[src/hw/rtl/btmx_pkg.sv]
// ----------------------------------------------------------------------------
// btmx_pkg
// Shared sizes, codes and types of the binary trie maximum-xor block.
// ----------------------------------------------------------------------------
package btmx_pkg;

  localparam int KEY_BITS   = 31;
  localparam int NODE_COUNT = 65536;
  localparam int COUNT_BITS = 20;

  localparam int NODE_BITS   = $clog2(NODE_COUNT);
  localparam int FREE_BITS   = NODE_BITS + 1;
  localparam int LEVEL_BITS  = $clog2(KEY_BITS);
  localparam int NEED_BITS   = $clog2(KEY_BITS + 1);
  localparam int KIND_BITS   = 2;
  localparam int STATUS_BITS = 2;

  localparam logic [COUNT_BITS-1:0] COUNT_MAX = '1;

  // operation codes
  localparam logic [KIND_BITS-1:0] KIND_INSERT = 2'd0;
  localparam logic [KIND_BITS-1:0] KIND_DELETE = 2'd1;
  localparam logic [KIND_BITS-1:0] KIND_QUERY  = 2'd2;

  // result codes
  localparam logic [STATUS_BITS-1:0] ST_OK   = 2'd0;
  localparam logic [STATUS_BITS-1:0] ST_MISS = 2'd1;
  localparam logic [STATUS_BITS-1:0] ST_FULL = 2'd2;

  // one trie node: both child links and both link counts
  typedef struct packed {
    logic [NODE_BITS-1:0]  zero_child;
    logic [NODE_BITS-1:0]  one_child;
    logic [COUNT_BITS-1:0] zero_count;
    logic [COUNT_BITS-1:0] one_count;
  } node_t;

  typedef struct packed {
    logic                 we;
    logic [NODE_BITS-1:0] waddr;
    node_t                wdata;
    logic                 re;
    logic [NODE_BITS-1:0] raddr;
  } mem_req_t;

  typedef struct packed {
    logic [STATUS_BITS-1:0] status;
    logic [KEY_BITS-1:0]    best_xor;
  } result_t;

endpackage

[src/hw/rtl/btmx_walk.sv]
// ----------------------------------------------------------------------------
// btmx_walk
// Trie walker: one node read per level, check pass and update pass for
// insert and delete, single pass for query.
// ----------------------------------------------------------------------------
module btmx_walk (
  input  logic                              clk,
  input  logic                              rst_n,
  input  logic                              in_valid,
  output logic                              in_stall,
  input  logic [btmx_pkg::KIND_BITS-1:0]    in_kind,
  input  logic [btmx_pkg::KEY_BITS-1:0]     in_key,
  output btmx_pkg::mem_req_t                req,
  input  btmx_pkg::node_t                   rdata,
  output logic                              res_valid,
  output btmx_pkg::result_t                 res,
  input  logic                              res_take
);
  import btmx_pkg::*;

  localparam logic [1:0] S_IDLE = 2'd0;
  localparam logic [1:0] S_WALK = 2'd1;
  localparam logic [1:0] S_PUT  = 2'd2;

  logic [1:0]            state_r, state_nxt;
  logic [FREE_BITS-1:0]  free_r, free_nxt;
  logic                  root_ok_r, root_ok_nxt;
  logic [KIND_BITS-1:0]  kind_r, kind_nxt;
  logic [KEY_BITS-1:0]   key_r, key_nxt;
  logic [LEVEL_BITS-1:0] level_r, level_nxt;
  logic [NODE_BITS-1:0]  node_r, node_nxt;
  logic                  pass_r, pass_nxt;
  logic                  fresh_r, fresh_nxt;
  logic [KEY_BITS-1:0]   ans_r, ans_nxt;
  result_t               res_r, res_nxt;

  node_t                 ent, wr_ent;
  logic [LEVEL_BITS-1:0] idx;
  logic                  b, last;
  logic [NODE_BITS-1:0]  child_b, child_nb, nn;
  logic [COUNT_BITS-1:0] cnt_b, cnt_nb;
  logic [KEY_BITS-1:0]   bit_mask;
  logic [NEED_BITS-1:0]  needed;
  logic [FREE_BITS:0]    need_sum;
  logic                  go_step, go_restart, go_finish, go_alloc;
  logic [STATUS_BITS-1:0] fin_status;
  logic [KEY_BITS-1:0]   fin_best;

  always_ff @(posedge clk) begin
    if (!rst_n) begin
      state_r   <= S_IDLE;
      free_r    <= FREE_BITS'(1);
      root_ok_r <= 1'b0;
    end else begin
      state_r   <= state_nxt;
      free_r    <= free_nxt;
      root_ok_r <= root_ok_nxt;
    end
  end

  always_ff @(posedge clk) begin
    kind_r  <= kind_nxt;
    key_r   <= key_nxt;
    level_r <= level_nxt;
    node_r  <= node_nxt;
    pass_r  <= pass_nxt;
    fresh_r <= fresh_nxt;
    ans_r   <= ans_nxt;
    res_r   <= res_nxt;
  end

  // root reads as cleared until first written, new nodes read as cleared
  assign ent = (fresh_r || (node_r == '0 && !root_ok_r)) ? '0 : rdata;

  assign idx      = LEVEL_BITS'(KEY_BITS - 1) - level_r;
  assign b        = key_r[idx];
  assign last     = (level_r == LEVEL_BITS'(KEY_BITS - 1));
  assign child_b  = b ? ent.one_child  : ent.zero_child;
  assign child_nb = b ? ent.zero_child : ent.one_child;
  assign cnt_b    = b ? ent.one_count  : ent.zero_count;
  assign cnt_nb   = b ? ent.zero_count : ent.one_count;
  assign bit_mask = KEY_BITS'(1) << idx;
  assign needed   = NEED_BITS'(KEY_BITS) - NEED_BITS'(level_r);
  assign need_sum = {1'b0, free_r} + (FREE_BITS + 1)'(needed);

  always_comb begin
    go_step    = 1'b0;
    go_restart = 1'b0;
    go_finish  = 1'b0;
    go_alloc   = 1'b0;
    fin_status = ST_OK;
    fin_best   = '0;
    nn         = child_b;
    wr_ent     = ent;

    unique case (kind_r)
      KIND_QUERY: begin
        if (level_r == '0 && ent.zero_count == '0 && ent.one_count == '0) begin
          go_finish  = 1'b1;
          fin_status = ST_MISS;
        end else begin
          if (child_nb != '0 && cnt_nb != '0) begin
            nn = child_nb;
          end
          if (last) begin
            go_finish = 1'b1;
            fin_best  = (child_nb != '0 && cnt_nb != '0) ? (ans_r | bit_mask) : ans_r;
          end else begin
            go_step = 1'b1;
          end
        end
      end
      KIND_DELETE: begin
        if (!pass_r) begin
          if (child_b == '0 || cnt_b == '0) begin
            go_finish  = 1'b1;
            fin_status = ST_MISS;
          end else if (last) begin
            go_restart = 1'b1;
          end else begin
            go_step = 1'b1;
          end
        end else begin
          if (b) wr_ent.one_count = cnt_b - COUNT_BITS'(1);
          else   wr_ent.zero_count = cnt_b - COUNT_BITS'(1);
          if (last) go_finish = 1'b1;
          else      go_step = 1'b1;
        end
      end
      KIND_INSERT: begin
        if (!pass_r) begin
          if (cnt_b == COUNT_MAX) begin
            go_finish  = 1'b1;
            fin_status = ST_FULL;
          end else if (child_b == '0) begin
            if (need_sum > (FREE_BITS + 1)'(NODE_COUNT)) begin
              go_finish  = 1'b1;
              fin_status = ST_FULL;
            end else begin
              go_restart = 1'b1;
            end
          end else if (last) begin
            go_restart = 1'b1;
          end else begin
            go_step = 1'b1;
          end
        end else begin
          if (child_b == '0) begin
            go_alloc = 1'b1;
            nn       = free_r[NODE_BITS-1:0];
          end
          if (b) begin
            wr_ent.one_child = nn;
            wr_ent.one_count = cnt_b + COUNT_BITS'(1);
          end else begin
            wr_ent.zero_child = nn;
            wr_ent.zero_count = cnt_b + COUNT_BITS'(1);
          end
          if (last) go_finish = 1'b1;
          else      go_step = 1'b1;
        end
      end
      default: begin
        go_finish = 1'b1;
      end
    endcase
  end

  always_comb begin
    state_nxt   = state_r;
    free_nxt    = free_r;
    root_ok_nxt = root_ok_r;
    kind_nxt    = kind_r;
    key_nxt     = key_r;
    level_nxt   = level_r;
    node_nxt    = node_r;
    pass_nxt    = pass_r;
    fresh_nxt   = fresh_r;
    ans_nxt     = ans_r;
    res_nxt     = res_r;
    req         = '0;

    unique case (state_r)
      S_IDLE: begin
        if (in_valid) begin
          kind_nxt  = in_kind;
          key_nxt   = in_key;
          level_nxt = '0;
          node_nxt  = '0;
          pass_nxt  = 1'b0;
          fresh_nxt = 1'b0;
          ans_nxt   = '0;
          req.re    = 1'b1;
          state_nxt = S_WALK;
        end
      end
      S_WALK: begin
        // write back only in the update pass
        if (pass_r) begin
          req.we    = 1'b1;
          req.waddr = node_r;
          req.wdata = wr_ent;
          if (node_r == '0) root_ok_nxt = 1'b1;
        end
        if (kind_r == KIND_QUERY && nn == child_nb && child_nb != '0 && cnt_nb != '0) begin
          ans_nxt = ans_r | bit_mask;
        end
        if (go_alloc) begin
          free_nxt = free_r + FREE_BITS'(1);
        end
        if (go_step) begin
          level_nxt = level_r + LEVEL_BITS'(1);
          node_nxt  = nn;
          fresh_nxt = go_alloc | fresh_r;
          req.re    = 1'b1;
          req.raddr = nn;
        end else if (go_restart) begin
          level_nxt = '0;
          node_nxt  = '0;
          pass_nxt  = 1'b1;
          fresh_nxt = 1'b0;
          req.re    = 1'b1;
        end else if (go_finish) begin
          res_nxt.status   = fin_status;
          res_nxt.best_xor = fin_best;
          state_nxt        = S_PUT;
        end
      end
      S_PUT: begin
        if (res_take) state_nxt = S_IDLE;
      end
      default: begin
        state_nxt = S_IDLE;
      end
    endcase
  end

  assign in_stall  = (state_r != S_IDLE);
  assign res_valid = (state_r == S_PUT);
  assign res       = res_r;

endmodule

[config.mk]
export PLATFORM = sky130hd
export DESIGN_NAME = btmx_walk
export DESIGN_NICKNAME = d
export VERILOG_FILES = /design/src/hw/rtl/btmx_pkg.sv /design/src/hw/rtl/btmx_walk.sv
export SDC_FILE = /design/constraint.sdc
export NUM_CORES = 1
export LEC_CHECK = 0
export BUFFER_PORTS_ARGS = -buffer_cell sky130_fd_sc_hd__buf_2
export CAP_MARGIN = 25
export CORE_MARGIN = 3
export CORE_UTILIZATION = 56
export DETAILED_ROUTE_END_ITERATION = 8
export PLACE_DENSITY = 0.82
export SLEW_MARGIN = 10
export SYNTH_ARGS = -nofsm -noshare
export SYNTH_HDL_FRONTEND = slang
export SYNTH_SLANG_ARGS = --single-unit
export TNS_END_PERCENT = 20
[constraint.sdc]
create_clock -name clk -period 11.3 [get_ports clk]
set_clock_uncertainty 0.1 [all_clocks]
set_input_delay 2.26 -clock clk [delete_from_list [all_inputs] [get_ports clk]]
set_output_delay 2.26 -clock clk [all_outputs]
set_load 0.01 [all_outputs]
==> qor.yml <==
flow_run:
  drv_cap: 0
power:
  comb_power_share: 0.535
  netSwitchingFraction: 0.483
  clock_power_share: 0.203
  seqPwrFrac: 0.262
  p_per_area_nw_per_um2: 198
  power.leakage_nw: 5.23
  p_total_mw: 2.65
  p_int_mw: 1.37
  p_sw_mw: 1.28
  ir_drop_uv: 156
timing:
  whs_ps: 419
  min_period_over_period: 0.844
  slew_headroom: 0.301
  worst_slew_pin_slew_ps: 1050
  setup_slack_ps: 1760
  max_freq_ghz: 0.105
  tns_ps: 0
  setup_viol: 0
  finalMaxSlewViolations: 0
  fin_crit_ps: 9540
  grt_setup_unrepaired: "no"
  finalHoldViolations: 0
clock_tree:
  post_cts_buffers: 0
  cts_htree_levels: 4
  path_clk_slew_ps: 60
  cts.sinks: 140
  clk_latency_ps: 420
  cts_made_buffers: 17
  ctsHoldBuffers: 0
  cts_tree: "built"
  root_buffer: "clkbuf_16"
  clockBufferDepth: 2
  ctsResizeCount: 0
worst_setup_path:
  cp_data_required_time_ps: 8940
  cpMaxStageDelayCell: "edfxtp_1"
  arrival_ps: 7180
  critPathMaxFanout: 28
  cpMostUsedCell: "inv_1"
  r2r_end: "node_r[8]"
  path_cells: "inv_1 -> ha_1 -> mux4_1 -> mux2_2 -> o22ai_4 -> nor2_4 -> mux2i_1 -> nand2b_1 -> inv_1 -> ha_1 -> inv_1 -> nor4_1 -> and4_1 -> nand3_1 -> and4_1 -> o21ai_1 -> a31oi_1 -> nand2_1 -> and4b_1 -> buf_2"
  worst-r2r-cell-count: 20
  path_class: "register to primary output"
  worstReg2RegStart: "level_r[0]"
  startpoint_type: "register"
  cp-end-kind: "primary output"
  rrSetupSlack_ps: 3840
  slowest_delay_ps: 780
detailed_routing:
  num_vias: 12722
  detail_route.wl_per_cell_um: 23.4
  met3_length_mm: 5.31
  ant_nets: 0
  finalWirelength_mm: 43.2
  highest_layer: "met4"
  drtIter0Drc: 1579
  met2_length_mm: 19.7
  drc: 0
  drt_first_pass_iters: 6
  wl_met1_mm: 15.8
  drt-vias-per-instance: 6.89
grt:
  globalRouteOverflowTotal: 0
  grt_max_degree: 86
  grt_antenna_before_repair: 1
  globalRouteTotalUtil: 0.372
  grt_pass1_wl_mm: 65.3
  grt_pass1_vias: 11634
hold_path:
  holdPathStages: 2
  hold_class: "register to register"
  hold_end: "root_ok_r"
  holdCritStartpoint: "root_ok_r"
layout:
  design_area_um2: 13400
  post-route-util: 0.676
  nFillCells: 1620
  drive_above_1_share: 0.220
  area_delta_synth_final_pct: 16.9
  fin_nets: 1693
  stdcell_count: 1846
synth:
  ys_ff_latch: 140
  synth_edf_count: 120
  synthCells: 1403
  yosysTopAreaCellShare: 0.315
  synth_flop_cell: "edfxtp_1"
  ys_warn_count: 0
  avgSynthCellArea_um2: 8.15
  synth_cell_types: 85
  synth_nets: 1529
  synth_area_leader_cell: "edfxtp_1"
  yosysSeqAreaShare: 0.350
  synth-async-reset-ratio: 0
  synthTopCellsByArea: "edfxtp_1, a21oi_1, nor2_1"
  netlist_area_um2: 11400
placement:
  hpwl_mm: 30.6
  postPlaceCellArea_um2: 12700
  place_congestion: 1.01
  port_buffers: 249
  post-place-ws_ps: 2390
  dp_cells: 1807
floorplanning:
  row_count: 51
  die_h_um: 149
  dieArea_um2: 22200
  start_util: 0.578
  core_um2: 19800
  die_width_um: 149
  ios: 250
outcome:
  status: "completed"
==> power groups by stage <==
stage,Clock (mW),Sequential (mW),Combinational (mW)
2_1_floorplan,0,0.690,0.975
3_3_place_gp,0,0.699,1.32
3_5_place_dp,0,0.703,1.36
4_1_cts,0.538,0.693,1.36
5_1_grt,0.562,0.700,1.51
6_report,0.538,0.694,1.42
==> layout by cell type, fill, tap and decap left out, drive strengths merged, types with 32 or more instances in the layout <==
cell / synthesis / layout
a21oi: 141 / 141
a31oi: 47 / 47
buf: 25 / 273
edfxtp: 120 / 120
inv: 37 / 46
nand2: 113 / 113
nand3: 66 / 66
nor2: 160 / 160
nor3: 51 / 51
nor4: 33 / 33
o21ai: 69 / 69
xnor2: 32 / 32
==> synth_stat cells, types with 9 or more instances <==
cell       number
a31oi_1        47
nand4_1        21
a221oi_1        9
o21ai_0        61
edfxtp_1      120
nand2_1       113
a22oi_1        18
nor3b_1        12
o2bb2ai_1      10
clkbuf_1      102
or3_1          14
buf_1          10
a211oi_1       15
or4_1          14
nor3_1         51
mux2_2         12
o211ai_1       17
xnor2_1        31
and3_1         31
inv_1          37
nor4_1         33
a2111oi_0      11
nand2b_1       10
ha_1           16
nand3_1        65
buf_2          12
xor2_1         19
mux2i_1        20
and2_1         10
a21oi_1       141
a32o_1         10
dfxtp_1        20
nor2_1        159
==> area by class of cell <==
type                            instances  area (um2)  share of cell area
Clock buffer                           17         425              0.0318
Sequential cell                       140        4000               0.300
Multi-Input combinational cell       1096        6800               0.508
Timing Repair Buffer                  274        1520               0.114
Clock inverter                         15         145              0.0109
Inverter                               38         143              0.0107
Tap cell                              265         332              0.0248
Antenna cell                            1        2.50            0.000187
==> flip-flops by register name (all words and copies together), names as in the netlist <==
register	flops
root_ok_r	1
pass_r	1
free_r	17
level_r	5
kind_r	2
state_r	2
fresh_r	1
node_r	16
key_r	31
ans_r	31
res	33
==> worst max-delay path, delay by kind of cell, from the launching register on <==
| kind | cells | cell delay [ps] |
|---|---|---|
| AOI/OAI and AO/OA | 3 | 1030 |
| buffers and inverters | 4 | 530 |
| muxes | 3 | 870 |
| DFF | 1 | 780 |
| and+or+nand+nor | 8 | 2610 |
| adders and majority gates | 2 | 890 |
==> worst max-delay path by stage <==
| stage | slack, ps | cells after the start | end | startpoint |
|---|---|---|---|---|
| after floorplan | 2850 | 23 | res[0] | level_r[0] |
| after global placement | 2720 | 20 | req[16] | level_r[0] |
| after detailed placement | 2390 | 20 | req[10] | level_r[0] |
| after CTS | 1940 | 20 | req[10] | level_r[0] |
| after global routing | 1280 | 20 | req[10] | level_r[0] |
| final | 1760 | 20 | req[10] | level_r[0] |
==> metal layers <==
layer  vias to the layer above  track usage
met5                         -            0
met4                         0        0.172
met3                       189       0.0927
met2                      1011        0.593
li1                       5639            -
met1                      5883        0.480
==> cell families after synthesis <==
family,count (synthesis),synth area share
xor gates and xnor gates,51,0.0397
AOI/OAI and AO/OA,428,0.246
DFF,140,0.350
and+or+nand+nor,560,0.241
adders and majority gates,17,0.0193
muxes,40,0.0450
buffers and inverters,167,0.0583
(Power assumes the default switching activity.)
